## config.mk

```make
export PLATFORM = sky130hd
export DESIGN_NAME = frame_slot_lifecycle_tracker_unit_flat
export DESIGN_NICKNAME = d
export VERILOG_FILES = /design/src/rtl/core/fslt_pkg.sv /design/src/rtl/core/fslt_chan_if.sv /design/src/rtl/core/fslt_ram.sv /design/src/rtl/core/fslt_queue.sv /design/src/rtl/core/fslt_front.sv /design/src/rtl/core/fslt_back.sv /design/src/rtl/core/frame_slot_lifecycle_tracker_unit.sv /design/src/flat_wrapper.sv
export SDC_FILE = /design/constraint.sdc
export NUM_CORES = 1
export LEC_CHECK = 0
export BUFFER_PORTS_ARGS = -buffer_cell sky130_fd_sc_hd__buf_2
export CELL_PAD_IN_SITES_DETAIL_PLACEMENT = 0
export CELL_PAD_IN_SITES_GLOBAL_PLACEMENT = 1
export CORE_ASPECT_RATIO = 0.8
export CORE_UTILIZATION = 52
export DETAILED_ROUTE_END_ITERATION = 10
export PLACE_DENSITY_LB_ADDON = 0.1
export SYNTH_ARGS = -nofsm -noshare
export SYNTH_HDL_FRONTEND = slang
export SYNTH_HIERARCHICAL = 1
export SYNTH_SLANG_ARGS = --single-unit
```

## constraint.sdc

```tcl
create_clock -name clk -period 6.3 [get_ports clk]
set_input_delay 0.63 -clock clk [delete_from_list [all_inputs] [get_ports clk]]
set_output_delay 0.63 -clock clk [all_outputs]
set_load 0.005 [all_outputs]
```

## src/rtl/core/fslt_pkg.sv

```systemverilog
// ----------------------------------------------------------------------------
// fslt_pkg - shared types and codes of the frame slot lifecycle tracker
// Opcodes, slot states, finalize codes and the payload structs of the
// request, result and internal command queue.
// ----------------------------------------------------------------------------
package fslt_pkg;

	localparam logic [3:0] OP_BEGIN        = 4'd0;
	localparam logic [3:0] OP_FIN_PRESENT  = 4'd1;
	localparam logic [3:0] OP_FIN_NOPRES   = 4'd2;
	localparam logic [3:0] OP_MARK_RB      = 4'd3;
	localparam logic [3:0] OP_CONSUME_RB   = 4'd4;
	localparam logic [3:0] OP_CLEAR_RB     = 4'd5;
	localparam logic [3:0] OP_COMPLETE     = 4'd6;
	localparam logic [3:0] OP_DRAIN        = 4'd7;
	localparam logic [3:0] OP_READ_LAST    = 4'd8;
	localparam logic [3:0] OP_QUERY_SLOT   = 4'd9;

	localparam logic [1:0] ST_AVAIL  = 2'd0;
	localparam logic [1:0] ST_FLIGHT = 2'd1;
	localparam logic [1:0] ST_DONE   = 2'd2;
	localparam logic [1:0] ST_FAIL   = 2'd3;

	localparam logic [1:0] FC_PRESENTED = 2'd0;
	localparam logic [1:0] FC_ALREADY   = 2'd1;
	localparam logic [1:0] FC_FAILED    = 2'd2;

	localparam logic [3:0] DRAIN_SAT = 4'd15;
	localparam int         Q_DEPTH   = 2;

	typedef struct packed {
		logic [3:0]  opcode;
		logic [7:0]  slot_index;
		logic [31:0] capture_frame_id;
		logic        success_flag;
		logic        drawable_ready;
	} fslt_in_t;

	typedef struct packed {
		logic        accepted;
		logic [1:0]  finalize_code;
		logic [3:0]  drained_count;
		logic [31:0] presented_frame_id;
		logic [2:0]  presented_slot;
		logic [31:0] current_id;
		logic        current_failed;
		logic        current_finalized;
		logic        capture_kept;
		logic        readback_flag;
		logic [1:0]  queried_state;
	} fslt_out_t;

	// classified event: slot is reduced for begin, raw index otherwise
	typedef struct packed {
		logic [3:0]  opcode;
		logic [7:0]  slot;
		logic        in_range;
		logic [31:0] cap_id;
		logic        ok;
		logic        drawable;
	} fslt_cmd_t;

	typedef struct packed {
		logic full;
		logic nonempty;
	} fslt_q_stat_t;

endpackage

```

## src/rtl/core/fslt_chan_if.sv

```systemverilog
// ----------------------------------------------------------------------------
// fslt_chan_if - valid/ready channel
// Carries one payload of the given type per transaction.
// ----------------------------------------------------------------------------
interface fslt_chan_if #(
	parameter type payload_t = logic
);
	logic     valid;
	logic     ready;
	payload_t data;

	modport source (output valid, output data, input ready);
	modport sink (input valid, input data, output ready);
endinterface

```

## src/rtl/core/fslt_ram.sv

```systemverilog
// ----------------------------------------------------------------------------
// fslt_ram - generic single write, single read RAM
// One write port, one read port with registered read data.
// ----------------------------------------------------------------------------
module fslt_ram #(
	parameter int WIDTH = 32,
	parameter int DEPTH = 8,
	parameter int AW    = (DEPTH > 1) ? $clog2(DEPTH) : 1
) (
	input  logic             clk,
	input  logic             we,
	input  logic [AW-1:0]    waddr,
	input  logic [WIDTH-1:0] wdata,
	input  logic [AW-1:0]    raddr,
	output logic [WIDTH-1:0] rdata
);
	logic [WIDTH-1:0] mem [DEPTH];

	always_ff @(posedge clk) begin
		if (we) begin
			mem[waddr] <= wdata;
		end
		rdata <= mem[raddr];
	end
endmodule

```

## src/rtl/core/fslt_queue.sv

```systemverilog
// ----------------------------------------------------------------------------
// fslt_queue - short command queue between front and back end
// Register based FIFO of classified events.
// ----------------------------------------------------------------------------
module fslt_queue (
	input  logic                 clk,
	input  logic                 arst_n,
	input  logic                 push,
	input  fslt_pkg::fslt_cmd_t  push_data,
	input  logic                 pop,
	output fslt_pkg::fslt_cmd_t  head,
	output fslt_pkg::fslt_q_stat_t stat
);
	localparam int PTR_W = (fslt_pkg::Q_DEPTH > 1) ? $clog2(fslt_pkg::Q_DEPTH) : 1;
	localparam int CNT_W = $clog2(fslt_pkg::Q_DEPTH + 1);

	fslt_pkg::fslt_cmd_t entry_q [fslt_pkg::Q_DEPTH];
	logic [PTR_W-1:0] wr_ptr_q;
	logic [PTR_W-1:0] rd_ptr_q;
	logic [CNT_W-1:0] count_q;
	logic             do_push;
	logic             do_pop;

	assign stat.full     = (count_q == CNT_W'(fslt_pkg::Q_DEPTH));
	assign stat.nonempty = (count_q != '0);
	assign do_push       = push && !stat.full;
	assign do_pop        = pop && stat.nonempty;
	assign head          = entry_q[rd_ptr_q];

	always_ff @(posedge clk) begin
		if (do_push) begin
			entry_q[wr_ptr_q] <= push_data;
		end
	end

	always_ff @(posedge clk or negedge arst_n) begin
		if (!arst_n) begin
			wr_ptr_q <= '0;
			rd_ptr_q <= '0;
			count_q  <= '0;
		end else begin
			if (do_push) begin
				wr_ptr_q <= (wr_ptr_q == PTR_W'(fslt_pkg::Q_DEPTH - 1)) ? '0 : wr_ptr_q + 1'b1;
			end
			if (do_pop) begin
				rd_ptr_q <= (rd_ptr_q == PTR_W'(fslt_pkg::Q_DEPTH - 1)) ? '0 : rd_ptr_q + 1'b1;
			end
			case ({do_push, do_pop})
				2'b10:   count_q <= count_q + 1'b1;
				2'b01:   count_q <= count_q - 1'b1;
				default: count_q <= count_q;
			endcase
		end
	end
endmodule

```

## src/rtl/core/fslt_front.sv

```systemverilog
// ----------------------------------------------------------------------------
// fslt_front - event intake and classification
// Takes one request, checks the slot index against the live count and, for
// begin, reduces the index modulo the count one bit per cycle.
// ----------------------------------------------------------------------------
module fslt_front #(
	parameter int SLOTS = 8
) (
	input  logic                clk,
	input  logic                arst_n,
	input  logic [3:0]          slot_count,
	fslt_chan_if.sink           req,
	output logic                push,
	output fslt_pkg::fslt_cmd_t push_data,
	input  logic                q_full
);
	logic [3:0]          n_live;
	logic                hold_v_q;
	fslt_pkg::fslt_cmd_t hold_q;
	logic [3:0]          n_q;
	logic [3:0]          step_q;
	logic [3:0]          rem_q;
	logic [7:0]          dvd_q;
	logic [4:0]          trial;

	// clamp the register into 1..SLOTS
	always_comb begin
		if (slot_count == 4'd0) begin
			n_live = 4'd1;
		end else if ({28'd0, slot_count} > 32'(SLOTS)) begin
			n_live = 4'(SLOTS);
		end else begin
			n_live = slot_count;
		end
	end

	assign req.ready = !hold_v_q;
	assign trial     = {rem_q, dvd_q[7]};
	assign push      = hold_v_q && (step_q == 4'd0);

	always_comb begin
		push_data = hold_q;
		if (hold_q.opcode == fslt_pkg::OP_BEGIN) begin
			push_data.slot = {4'd0, rem_q};
		end
	end

	always_ff @(posedge clk) begin
		if (req.valid && req.ready) begin
			hold_q.opcode   <= req.data.opcode;
			hold_q.slot     <= req.data.slot_index;
			hold_q.in_range <= (req.data.slot_index < {4'd0, n_live});
			hold_q.cap_id   <= req.data.capture_frame_id;
			hold_q.ok       <= req.data.success_flag;
			hold_q.drawable <= req.data.drawable_ready;
			n_q             <= n_live;
			rem_q           <= 4'd0;
			dvd_q           <= req.data.slot_index;
		end else if (hold_v_q && (step_q != 4'd0)) begin
			// restoring remainder step
			if (trial >= {1'b0, n_q}) begin
				rem_q <= 4'(trial - {1'b0, n_q});
			end else begin
				rem_q <= trial[3:0];
			end
			dvd_q <= {dvd_q[6:0], 1'b0};
		end
	end

	always_ff @(posedge clk or negedge arst_n) begin
		if (!arst_n) begin
			hold_v_q <= 1'b0;
			step_q   <= 4'd0;
		end else begin
			if (req.valid && req.ready) begin
				hold_v_q <= 1'b1;
				step_q   <= (req.data.opcode == fslt_pkg::OP_BEGIN) ? 4'd8 : 4'd0;
			end else if (hold_v_q && (step_q != 4'd0)) begin
				step_q <= step_q - 1'b1;
			end else if (push && !q_full) begin
				hold_v_q <= 1'b0;
			end
		end
	end
endmodule

```

## src/rtl/core/fslt_back.sv

```systemverilog
// ----------------------------------------------------------------------------
// fslt_back - event execution and result register
// Holds the frame and slot state, carries out one queued event at a time and
// registers its result until the receiver takes it.
// ----------------------------------------------------------------------------
module fslt_back #(
	parameter int SLOTS   = 8,
	parameter int ID_BITS = 32
) (
	input  logic                clk,
	input  logic                arst_n,
	input  fslt_pkg::fslt_cmd_t head,
	input  logic                q_nonempty,
	output logic                pop,
	fslt_chan_if.source         rsp
);
	localparam int SLOT_W = (SLOTS > 1) ? $clog2(SLOTS) : 1;

	typedef enum logic [2:0] {
		B_IDLE  = 3'b001,
		B_EXEC  = 3'b010,
		B_DRAIN = 3'b100
	} b_state_t;

	b_state_t            state_q;
	fslt_pkg::fslt_cmd_t cmd_q;
	logic [1:0]          status_q [SLOTS];
	logic [ID_BITS-1:0]  cur_frame_q, next_frame_q, last_frame_q;
	logic [SLOT_W-1:0]   cur_slot_q, last_slot_q;
	logic                fin_q, fail_q, ret_q, rb_q;
	logic [SLOT_W-1:0]   drain_idx_q;
	logic [3:0]          drain_cnt_q;
	logic                out_v_q;
	fslt_pkg::fslt_out_t out_q;

	logic [ID_BITS-1:0]  slot_frame_rd;
	logic [SLOT_W-1:0]   slot_i;
	logic [ID_BITS-1:0]  next_inc;

	// next-state of one executed event
	logic [ID_BITS-1:0]  cur_n, next_n, last_n;
	logic [SLOT_W-1:0]   cslot_n, lslot_n;
	logic                fin_n, fail_n, ret_n, rb_n;
	logic                st_we;
	logic [SLOT_W-1:0]   st_addr;
	logic [1:0]          st_val;
	logic                ram_we;
	logic                acc;
	logic [1:0]          fcode;
	logic [31:0]         pid;
	logic [2:0]          pslot;
	logic [1:0]          qs;
	fslt_pkg::fslt_out_t res_exec, res_drain;
	logic [3:0]          drain_cnt_n;

	assign slot_i = cmd_q.slot[SLOT_W-1:0];
	assign pop    = (state_q == B_IDLE) && q_nonempty && !out_v_q;

	assign rsp.valid = out_v_q;
	assign rsp.data  = out_q;

	fslt_ram #(
		.WIDTH (ID_BITS),
		.DEPTH (SLOTS)
	) u_frame_ram (
		.clk   (clk),
		.we    (ram_we),
		.waddr (slot_i),
		.wdata (next_frame_q),
		.raddr (head.slot[SLOT_W-1:0]),
		.rdata (slot_frame_rd)
	);

	always_comb begin
		next_inc = next_frame_q + 1'b1;
		if (next_inc == '0) begin
			next_inc = {{(ID_BITS-1){1'b0}}, 1'b1};
		end
	end

	always_comb begin
		cur_n   = cur_frame_q;
		next_n  = next_frame_q;
		last_n  = last_frame_q;
		cslot_n = cur_slot_q;
		lslot_n = last_slot_q;
		fin_n   = fin_q;
		fail_n  = fail_q;
		ret_n   = ret_q;
		rb_n    = rb_q;
		st_we   = 1'b0;
		st_addr = slot_i;
		st_val  = fslt_pkg::ST_AVAIL;
		ram_we  = 1'b0;
		acc     = 1'b0;
		fcode   = fslt_pkg::FC_PRESENTED;
		pid     = 32'd0;
		pslot   = 3'd0;
		qs      = fslt_pkg::ST_AVAIL;
		case (cmd_q.opcode)
			fslt_pkg::OP_BEGIN: begin
				if (!((cur_frame_q != '0) && !fin_q && !fail_q)) begin
					cslot_n = slot_i;
					if (status_q[slot_i] != fslt_pkg::ST_FLIGHT) begin
						cur_n   = next_frame_q;
						next_n  = next_inc;
						fin_n   = 1'b0;
						fail_n  = 1'b0;
						ram_we  = (state_q == B_EXEC);
						st_we   = 1'b1;
						st_val  = fslt_pkg::ST_FLIGHT;
						acc     = 1'b1;
					end
				end
			end
			fslt_pkg::OP_FIN_PRESENT: begin
				if (cur_frame_q == '0) begin
					fcode = fslt_pkg::FC_FAILED;
				end else if (fin_q) begin
					fcode = fslt_pkg::FC_ALREADY;
				end else if (fail_q || !cmd_q.drawable) begin
					fail_n  = 1'b1;
					st_we   = 1'b1;
					st_addr = cur_slot_q;
					st_val  = fslt_pkg::ST_FAIL;
					fcode   = fslt_pkg::FC_FAILED;
				end else begin
					fin_n   = 1'b1;
					last_n  = cur_frame_q;
					lslot_n = cur_slot_q;
					ret_n   = 1'b1;
				end
			end
			fslt_pkg::OP_FIN_NOPRES: begin
				if (!((cur_frame_q == '0) || fin_q || fail_q)) begin
					fin_n = 1'b1;
					acc   = 1'b1;
				end
			end
			fslt_pkg::OP_MARK_RB: begin
				rb_n = 1'b1;
			end
			fslt_pkg::OP_CONSUME_RB: begin
				if (rb_q) begin
					rb_n = 1'b0;
					acc  = 1'b1;
				end
			end
			fslt_pkg::OP_CLEAR_RB: begin
				rb_n = 1'b0;
			end
			fslt_pkg::OP_COMPLETE: begin
				if (cmd_q.in_range
						&& (64'(slot_frame_rd) == 64'(cmd_q.cap_id))
						&& (status_q[slot_i] == fslt_pkg::ST_FLIGHT)
						&& !((64'(cmd_q.cap_id) == 64'(cur_frame_q)) && !fin_q)) begin
					st_we  = 1'b1;
					st_val = cmd_q.ok ? fslt_pkg::ST_DONE : fslt_pkg::ST_FAIL;
					if (!cmd_q.ok && (64'(cmd_q.cap_id) == 64'(cur_frame_q))) begin
						fail_n = 1'b1;
					end
					acc = 1'b1;
				end
			end
			fslt_pkg::OP_READ_LAST: begin
				if (ret_q && (last_frame_q != '0)) begin
					pid   = 32'(last_frame_q);
					pslot = 3'(last_slot_q);
					acc   = 1'b1;
				end
			end
			fslt_pkg::OP_QUERY_SLOT: begin
				qs = cmd_q.in_range ? status_q[slot_i] : fslt_pkg::ST_FAIL;
			end
			default: begin
			end
		endcase

		res_exec.accepted           = acc;
		res_exec.finalize_code      = fcode;
		res_exec.drained_count      = 4'd0;
		res_exec.presented_frame_id = pid;
		res_exec.presented_slot     = pslot;
		res_exec.current_id         = 32'(cur_n);
		res_exec.current_failed     = fail_n;
		res_exec.current_finalized  = fin_n;
		res_exec.capture_kept       = ret_n;
		res_exec.readback_flag      = rb_n;
		res_exec.queried_state      = qs;
	end

	// drain: count in-flight slots one per cycle, saturating
	always_comb begin
		drain_cnt_n = drain_cnt_q;
		if ((status_q[drain_idx_q] == fslt_pkg::ST_FLIGHT) && (drain_cnt_q != fslt_pkg::DRAIN_SAT)) begin
			drain_cnt_n = drain_cnt_q + 1'b1;
		end
		res_drain                = '0;
		res_drain.drained_count  = drain_cnt_n;
		res_drain.current_id     = 32'd0;
	end

	always_ff @(posedge clk) begin
		if (pop) begin
			cmd_q <= head;
		end
		if (state_q == B_EXEC) begin
			out_q <= res_exec;
		end else if ((state_q == B_DRAIN) && (drain_idx_q == SLOT_W'(SLOTS - 1))) begin
			out_q <= res_drain;
		end
	end

	always_ff @(posedge clk or negedge arst_n) begin
		if (!arst_n) begin
			state_q      <= B_IDLE;
			for (int i = 0; i < SLOTS; i++) begin
				status_q[i] <= fslt_pkg::ST_AVAIL;
			end
			cur_frame_q  <= '0;
			next_frame_q <= {{(ID_BITS-1){1'b0}}, 1'b1};
			last_frame_q <= '0;
			cur_slot_q   <= '0;
			last_slot_q  <= '0;
			fin_q        <= 1'b0;
			fail_q       <= 1'b0;
			ret_q        <= 1'b0;
			rb_q         <= 1'b0;
			drain_idx_q  <= '0;
			drain_cnt_q  <= 4'd0;
			out_v_q      <= 1'b0;
		end else begin
			if (out_v_q && rsp.ready) begin
				out_v_q <= 1'b0;
			end
			case (state_q)
				B_IDLE: begin
					if (pop) begin
						drain_idx_q <= '0;
						drain_cnt_q <= 4'd0;
						state_q     <= (head.opcode == fslt_pkg::OP_DRAIN) ? B_DRAIN : B_EXEC;
					end
				end
				B_EXEC: begin
					cur_frame_q  <= cur_n;
					next_frame_q <= next_n;
					last_frame_q <= last_n;
					cur_slot_q   <= cslot_n;
					last_slot_q  <= lslot_n;
					fin_q        <= fin_n;
					fail_q       <= fail_n;
					ret_q        <= ret_n;
					rb_q         <= rb_n;
					if (st_we) begin
						status_q[st_addr] <= st_val;
					end
					out_v_q <= 1'b1;
					state_q <= B_IDLE;
				end
				B_DRAIN: begin
					drain_cnt_q <= drain_cnt_n;
					if (drain_idx_q == SLOT_W'(SLOTS - 1)) begin
						for (int i = 0; i < SLOTS; i++) begin
							status_q[i] <= fslt_pkg::ST_AVAIL;
						end
						cur_frame_q  <= '0;
						fin_q        <= 1'b0;
						fail_q       <= 1'b0;
						last_frame_q <= '0;
						last_slot_q  <= '0;
						ret_q        <= 1'b0;
						rb_q         <= 1'b0;
						out_v_q      <= 1'b1;
						state_q      <= B_IDLE;
					end else begin
						drain_idx_q <= drain_idx_q + 1'b1;
					end
				end
				default: begin
					state_q <= B_IDLE;
				end
			endcase
		end
	end
endmodule

```

## src/rtl/core/frame_slot_lifecycle_tracker_unit.sv

```systemverilog
// ----------------------------------------------------------------------------
// frame_slot_lifecycle_tracker_unit - frame slot lifecycle tracker
// Tracks frames in flight over a ring of slots and answers each event with
// its status and the current frame flags.
// ----------------------------------------------------------------------------
// Usage: req carries one event per transaction (opcode, slot index, frame id
//   of a complete, success and drawable flags); rsp returns exactly one result
//   per event, in order. cfg_we/cfg_wdata write the slot count; write it only
//   while no event is outstanding.
// Flow: an event passes the intake hold register, the command queue, the
//   command register and the result register before rsp offers it; the
//   execute loop (latch, execute, hand over the result) takes the next event
//   only once the last result is taken. A begin holds the intake longer for
//   the bit-serial reduction of its slot index modulo the count. A drain
//   walks every slot once to count those in flight.
// Reset: all slots available, no current frame, next frame id 1, all flags
//   low, slot count 3; no event is held and no result is pending.
// Stall: while rsp is stalled the result register holds; the intake and the
//   two-entry command queue keep taking events until the queue fills.
// ----------------------------------------------------------------------------
module frame_slot_lifecycle_tracker_unit #(
	parameter int SLOTS   = 8,
	parameter int ID_BITS = 32
) (
	input  logic        clk,
	input  logic        arst_n,
	input  logic        cfg_we,
	input  logic [3:0]  cfg_wdata,
	fslt_chan_if.sink   req,
	fslt_chan_if.source rsp
);
	logic [3:0]             slot_count_q;
	logic                   push;
	fslt_pkg::fslt_cmd_t    push_data;
	fslt_pkg::fslt_cmd_t    head;
	fslt_pkg::fslt_q_stat_t q_stat;
	logic                   pop;

	// hold the slot count register; clamping is done at intake
	always_ff @(posedge clk or negedge arst_n) begin
		if (!arst_n) begin
			slot_count_q <= 4'd3;
		end else if (cfg_we) begin
			slot_count_q <= cfg_wdata;
		end
	end

	// intake: take a transaction, range check, reduce begin slot
	fslt_front #(
		.SLOTS (SLOTS)
	) u_front (
		.clk        (clk),
		.arst_n     (arst_n),
		.slot_count (slot_count_q),
		.req        (req),
		.push       (push),
		.push_data  (push_data),
		.q_full     (q_stat.full)
	);

	// decouple intake from execution
	fslt_queue u_queue (
		.clk       (clk),
		.arst_n    (arst_n),
		.push      (push),
		.push_data (push_data),
		.pop       (pop),
		.head      (head),
		.stat      (q_stat)
	);

	// execute against the slot and frame state, register the result
	fslt_back #(
		.SLOTS   (SLOTS),
		.ID_BITS (ID_BITS)
	) u_back (
		.clk        (clk),
		.arst_n     (arst_n),
		.head       (head),
		.q_nonempty (q_stat.nonempty),
		.pop        (pop),
		.rsp        (rsp)
	);

`ifndef SYNTHESIS
	// execution only pulls from a non-empty queue
	a_pop_nonempty: assert property (@(posedge clk) disable iff (!arst_n)
		pop |-> q_stat.nonempty)
		else $error("pop from empty command queue");

	// intake takes no second transaction in the cycle after it accepted one
	a_intake_hold: assert property (@(posedge clk) disable iff (!arst_n)
		(req.valid && req.ready) |=> !req.ready)
		else $error("intake took a second transaction while holding one");

	// a drain result reports a cleared frame state
	a_drain_clears: assert property (@(posedge clk) disable iff (!arst_n)
		(rsp.valid && (rsp.data.drained_count != 4'd0)) |->
		((rsp.data.current_id == 32'd0) && !rsp.data.capture_kept
			&& !rsp.data.readback_flag && !rsp.data.current_finalized))
		else $error("drain result with frame state left set");
`endif
endmodule

```

## src/flat_wrapper.sv

```systemverilog
// flat-port wrapper written by rule: the top's interface ports become plain ports
module frame_slot_lifecycle_tracker_unit_flat 
#(
	parameter int SLOTS   = 8,
	parameter int ID_BITS = 32
)
  (clk, arst_n, cfg_we, cfg_wdata, req_valid, req_data, req_ready, rsp_valid, rsp_data, rsp_ready);
  fslt_chan_if #(.payload_t(fslt_pkg::fslt_in_t)) req_i ();
  fslt_chan_if #(.payload_t(fslt_pkg::fslt_out_t)) rsp_i ();
  input  logic clk;
  input  logic arst_n;
  input  logic cfg_we;
  input  logic [3:0] cfg_wdata;
  input wire logic [$bits(req_i.valid)-1:0] req_valid;
  input wire logic [$bits(req_i.data)-1:0] req_data;
  output wire logic [$bits(req_i.ready)-1:0] req_ready;
  output wire logic [$bits(rsp_i.valid)-1:0] rsp_valid;
  output wire logic [$bits(rsp_i.data)-1:0] rsp_data;
  input wire logic [$bits(rsp_i.ready)-1:0] rsp_ready;
  assign req_i.valid = req_valid;
  assign req_i.data = req_data;
  assign req_ready = req_i.ready;
  assign rsp_valid = rsp_i.valid;
  assign rsp_data = rsp_i.data;
  assign rsp_i.ready = rsp_ready;
  frame_slot_lifecycle_tracker_unit #(.SLOTS(SLOTS), .ID_BITS(ID_BITS)) u_core (.clk(clk), .arst_n(arst_n), .cfg_we(cfg_we), .cfg_wdata(cfg_wdata), .req(req_i), .rsp(rsp_i));
endmodule
```

Word-level counts from Yosys, hierarchy flattened
Memories as Yosys holds them, arrays and structs flattened. A register that Yosys moved wholly into a read port is not among the register bits.
Index checks and enable logic that the tools add are counted.
{"block": "classes", "add_sub_neg": 9, "magnitude_cmp": 7, "n_eq_ne": 31, "mux": 124, "bitwise": 4, "reduce_logical": 57}
{"operator": "32-bit 2-to-1 mux", "count": 11}
{"operator": "80-bit 2-to-1 mux", "count": 2}
{"operator": "32-bit one-hot mux with 2 select lines", "count": 2}
{"operator": "32-bit equality test", "count": 2}
{"operator": "32-bit logical NOT", "count": 2}
{"operator": "32-bit nonzero test", "count": 2}
{"operator": "3-bit 2-to-1 mux", "count": 16}
{"operator": "1-bit 2-to-1 mux", "count": 44}
{"operator": "32-bit by 1-bit adder with 32-bit output, second input constant", "count": 1}
{"operator": "16-bit 2-to-1 mux", "count": 2}
{"operator": "4-bit 2-to-1 mux", "count": 8}
{"operator": "16-bit one-hot mux with 2 select lines", "count": 1}
{"operator": "2-bit 2-to-1 mux", "count": 15}
{"operator": "8-bit 2-to-1 mux", "count": 3}
{"operator": "4-bit logical NOT", "count": 5}
{"operator": "1-bit logical AND", "count": 19}
{"operator": "3-bit one-hot mux with 2 select lines", "count": 3}
{"operator": "16-bit bitwise mux", "count": 1}
{"operator": "4-bit by 3-bit equality test with 1-bit output, second input constant", "count": 4}
{"operator": "2-bit nonzero test", "count": 7}
{"operator": "2-bit binary-select mux with 3-bit select", "count": 2}
{"operator": "4-bit >= comparator, second input constant", "count": 3}
{"operator": "2-bit inequality test, second input constant", "count": 6}
{"operator": "3-bit NOT with 4-bit output", "count": 3}
{"operator": "37 further kinds", "count": 68}
{"block": "totals", "register_bits": 331, "mem_bits_rw": 350, "wordCells": 287, "mem_count": 2}
{"memory": "u_core.u_back.u_frame_ram.mem", "words": 8, "width": 32, "read_ports": 1, "rd_clocked_by_memory_dff": 1, "wr": 1, "line": "fslt_ram.sv:17", "source": "logic [WIDTH-1:0] mem [DEPTH];"}
{"memory": "u_core.u_queue.entry_q", "words": 2, "width": 47, "read_ports": 1, "rd_clocked_by_memory_dff": 0, "wr": 1, "line": "fslt_queue.sv:17", "source": "fslt_pkg::fslt_cmd_t entry_q [fslt_pkg::Q_DEPTH];"}

Depth between registers and ports, before layout
{"block": "depth", "ltp_word": 14, "mapped_depth": 10, "mapped_depth_nobuf": 9}

Cells and area by module
Netlist, hierarchy kept.
{"mod": "fslt_back", "n_inst": 1, "cells_per_inst": 1089, "area_each_um2": 12171.7, "seq_area_each_um2": 6954.2}
{"mod": "fslt_ram", "n_inst": 1, "cells_per_inst": 415, "area_each_um2": 10466.3, "seq_area_each_um2": 8328.0}
{"mod": "fslt_queue", "n_inst": 1, "cells_per_inst": 164, "area_each_um2": 3669.8, "seq_area_each_um2": 2922.8}
{"mod": "fslt_front", "n_inst": 1, "cells_per_inst": 219, "area_each_um2": 3002.9, "seq_area_each_um2": 1976.9}
{"mod": "frame_slot_lifecycle_tracker_unit", "n_inst": 1, "cells_per_inst": 8, "area_each_um2": 147.6, "seq_area_each_um2": 102.6}

Least setup slack after synthesis
No wires, ideal clock.
{"block": "synth_timing", "path_type": "flip-flop to flip-flop", "start": "register u_core/u_back/cmd_q[35] in the netlist's numbering", "end": "memory u_core.u_back.u_frame_ram.mem[4][0], enable pin", "setup_time_ns": 0.461, "arrival_ns": 4.419, "required_ns": 5.839, "setup_slack_ns": 1.420, "path_stages_with_launch": 9, "n_path_buf": 1, "synth_period_minus_slack_ns": 4.880, "path_cell_list": "edfxtp_1 -> mux4_1 -> mux2i_1 -> and2b_2 -> or3_1 -> inv_1 -> buf_2 -> nand2_1 -> nor3_1"}
{"block": "synth_via", "elab_chain_len": 10}
{"element": "from (decl)", "line": "fslt_back.sv:26", "source": "fslt_pkg::fslt_cmd_t cmd_q;"}
{"element": "from (signal assigned)", "line": "fslt_back.sv:205", "source": "cmd_q <= head;"}
{"element": "3-bit NOT with 4-bit output (implied by the code)", "line": "fslt_back.sv:104", "source": "if (status_q[slot_i] != fslt_pkg::ST_FLIGHT) begin"}
{"element": "2-bit binary-select mux with 3-bit select", "line": "fslt_back.sv:104"}
{"element": "2-bit 2-to-1 mux (implied by the code) (2 in series)", "line": "fslt_back.sv:104"}
{"element": "2-bit by 1-bit inequality test with 1-bit output", "line": "fslt_back.sv:104"}
{"element": "1-bit 2-to-1 mux", "line": "fslt_back.sv:104"}
{"element": "1-bit 2-to-1 mux", "line": "fslt_back.sv:102", "source": "if (!((cur_frame_q != '0) && !fin_q && !fail_q)) begin"}
{"element": "1-bit 2-to-1 mux", "line": "fslt_back.sv:100", "source": "case (cmd_q.opcode)"}
{"element": "named net u_core.u_back.ram_we", "line": "fslt_back.sv:47", "source": "logic ram_we;"}
{"element": "1-bit 2-to-1 mux", "line": "fslt_ram.sv:20", "source": "if (we) begin"}
{"element": "1-bit 2-to-1 mux (implied by the code)", "line": "fslt_ram.sv:21", "source": "mem[waddr] <= wdata;"}
{"element": "to (decl)", "line": "fslt_ram.sv:17"}
The timed path passes the listed nets, and every way through them passes these cells. The select of a mux whose other input is x is not followed.

Worst setup path in the final report
{"block": "layout_timing", "start": "register u_core/u_back/cmd_q[35] in the netlist's numbering", "end": "memory u_core.u_back.u_frame_ram.mem[4][0], enable pin"}
{"block": "layout_via", "elab_chain_len": 10}
{"element": "3-bit NOT with 4-bit output (implied by the code)", "line": "fslt_back.sv:104"}
{"element": "2-bit binary-select mux with 3-bit select", "line": "fslt_back.sv:104"}
{"element": "2-bit 2-to-1 mux (implied by the code) (2 in series)", "line": "fslt_back.sv:104"}
{"element": "2-bit by 1-bit inequality test with 1-bit output", "line": "fslt_back.sv:104"}
{"element": "1-bit 2-to-1 mux", "line": "fslt_back.sv:104"}
{"element": "1-bit 2-to-1 mux", "line": "fslt_back.sv:102"}
{"element": "1-bit 2-to-1 mux", "line": "fslt_back.sv:100"}
{"element": "1-bit 2-to-1 mux", "line": "fslt_ram.sv:20"}
{"element": "1-bit 2-to-1 mux (implied by the code)", "line": "fslt_ram.sv:21"}
Several ways; a longest one is shown, not always the timed one. The select of a mux whose other input is x is not followed.

==> summary.txt <==
GRT
  – Vias in the first global route: 15500
  – Total track usage: 24.5%
  – Total grt overflow: 0
  – Antenna violations before repair: 0
  – Largest net degree at the start of global routing: 87
  – Global-route wire length before repair: 101 mm

STA
  – Fin. max-slew vios: 0
  – RSZ-0062 raised after global routing: no
  – Period Utilization, post-route: 65.1%
  – Worst setup margin: 2.20 ns
  – WHS: 0.0844 ns
  – Final min period: 4.10 ns
  – Max Fclk: 0.244 GHz
  – Setup Skew: 0.0253 ns
  – Final setup viols: 0
  – Final hold vios: 0
  – Setup TNS: 0 ns
  – Worst-Margin Slew: 1.08 ns
  – Slew headroom: 27.9%

Synth
  – Synth Area per Inst: 15.5 sq um
  – Total nets after synthesis: 1939
  – Cells after Synth: 1870
  – Syn Std Cell Area: 28900 sq um
  – Yosys warns: 6

Final layout
  – Final core occ: 59.3%
  – Filler instances: 4205
  – Final Non-Filler Cells: 2769
  – Layout cell share with drive strength beyond 1: 20.6%
  – Fin nets: 2043
  – N_diodes: 0
  – Area Overhead vs Synth: 11.6%
  – Design area: 32200 sq um
  – Most common cell after layout, fill and taps aside: edfxtp_1
  – Most frequent cells in the layout: 512 x edfxtp_1, 143 x nand2_1, 141 x dfrtp_1

Power and ir drop
  – Internal power: 8.66 mW
  – Clk pwr share: 33.9%
  – Part of the power in combinational logic: 15.8%
  – Share of power burned in registers: 50.2%
  – Sw Pwr: 3.35 mW
  – P_leak: 13.0 nW
  – Power Total: 12.0 mW
  – Switching part of the total: 27.9%
  – P per Cell Area: 372 nW/um^2
  – VDD IR max: 0.239 mV

Run
  – Max cap viols: 0

Critical path
  – Setup CP Type: reg2reg
  – Setup slack, reg-to-reg: 2.20 ns
  – RR Endpoint: u_core/u_back/u_frame_ram/mem[4][0]
  – Max FO, Critical Path: 32
  – Reg2Reg Depth: 8
  – Req. time, crit path: 6.53 ns
  – Critical path capture point type: flip-flop
  – Critical Path AT: 4.34 ns
  – Worst setup path end: u_core/u_back/u_frame_ram/mem[4][0]
  – Critical path startpoint category: flip-flop
  – CP Launch Point: u_core/u_back/cmd_q[35]
  – Reg2reg start: u_core/u_back/cmd_q[35]

Die
  – Die ar.: 56500 sq um
  – Row count: 76
  – Top-level port count: 137
  – DIE WIDTH: 266 um
  – Die H: 213 um
  – CORE AREA: 54400 sq um
  – Initial core utilization: 53.1%

Hold path
  – Worst hold path class: in2async

Clock tree
  – Clock Sinks: 698
  – Number of CTS-inserted buffers: 70
  – Cts hold-fix bufs: 0
  – Post-CTS Setup Inserts: 0
  – CTS Buffer Depth: 3
  – Clock H-tree levels: 3
  – Clock root buffer: clkbuf_16
  – Cts repair resizes: 0
  – Skew-Pair Late Insertion Delay: 0.62 ns
  – CTS clk-pin slew, worst paths: 0.06 ns
  – CTS tree: built

Run status
  – Status: finished, final reports clean

Placement
  – DP Worst Slack: 2.25 ns
  – Inst Count DP: 2643
  – Placed Area: 30000 sq um
  – # port buffers: 136
  – GP Congestion: 0.901
  – DP Wirelength: 45.6 mm

Route
  – Vias post-DR: 16000
  – DRC: 0
  – Wire per inst: 24.5 um
  – Drt first pass iters: 5
  – Via/cell ratio: 5.78
  – DRT Wirelength: 67.9 mm
  – DRT iter0 DRCs: 1514
  – Routed Antenna Nets: 0
==> state kept, by name (all words and copies together), names as in the netlist, 3 cells and up <==
name,count
u_core/u_back/state_q,3
u_core/u_front/step_q,4
u_core/u_front/push_data,39
u_core/u_back/u_frame_ram/rdata,32
u_core/u_front/rem_q,4
u_core/u_back/cur_slot_q,3
u_core/u_back/next_frame_q,32
u_core/u_back/u_frame_ram/mem,256
u_core/u_back/drain_idx_q,3
u_core/u_back/last_slot_q,3
u_core/u_back/status_q,16
u_core/u_back/cmd_q,42
u_core/u_back/last_frame_q,32
u_core/u_front/hold_q,3
u_core/u_back/drain_cnt_q,4
u_core/u_front/n_q,4
u_core/slot_count_q,4
u_core/u_back/rsp.data,80
u_core/u_queue/entry_q,84
u_core/u_back/cur_frame_q,32
u_core/u_front/dvd_q,8
==> routing by layer <==
metal | GRT usage (%) | wire length (um) | up-vias
li1 | - | - | 7269
met1 | 37.4 | 32100 | 8032
met2 | 34.0 | 28400 | 584
met3 | 6.65 | 5380 | 111
met4 | 7.73 | 1830 | 4
met5 | 2.18 | 169 | -
==> how the worst min path moves through the flow <==
stage	endpoint	slack (ns)
after detailed placement	u_core/u_queue/entry_q[1][10]	0.43
after global placement	u_core/u_queue/entry_q[0][11]	0.43
final	u_core/u_back/drain_cnt_q[0]	0.08
after CTS	u_core/u_back/drain_cnt_q[0]	0.11
after floorplan	u_core/slot_count_q[2]	0.33
after global routing	u_core/u_back/drain_cnt_q[0]	0.15
==> power by group through the flow <==
stage / Combinational (mW) / Sequential, mW / Clock (mW)
floorplan: 1.57 / 5.78 / 0
global placement: 1.89 / 6.09 / 0
detailed placement: 1.91 / 6.10 / 0
CTS: 1.92 / 6.01 / 4.15
global route: 2.08 / 6.07 / 4.33
finish: 1.90 / 6.03 / 4.08
==> final cells by class <==
type	count	area [sq um]	share of cell area [%]
clock inverter	27	273	0.846
clock buffer	99	1960	6.09
multi-input combinational	1004	8240	25.5
tap	741	927	2.87
sequential	698	19800	61.5
inverter	41	155	0.481
timing repair buffer	159	860	2.67
==> worst max-delay path, stage by stage, from the launching register on <==
cell	delay, ns
edfxtp_1	0.82
mux4_1	0.64
mux2i_1	0.17
and2b_2	0.29
or3_1	0.65
inv_1	0.20
nand2_1	0.24
nor3_2	0.18
buf_4	0.47
Note: power is estimated with default switching activity, not from simulation.
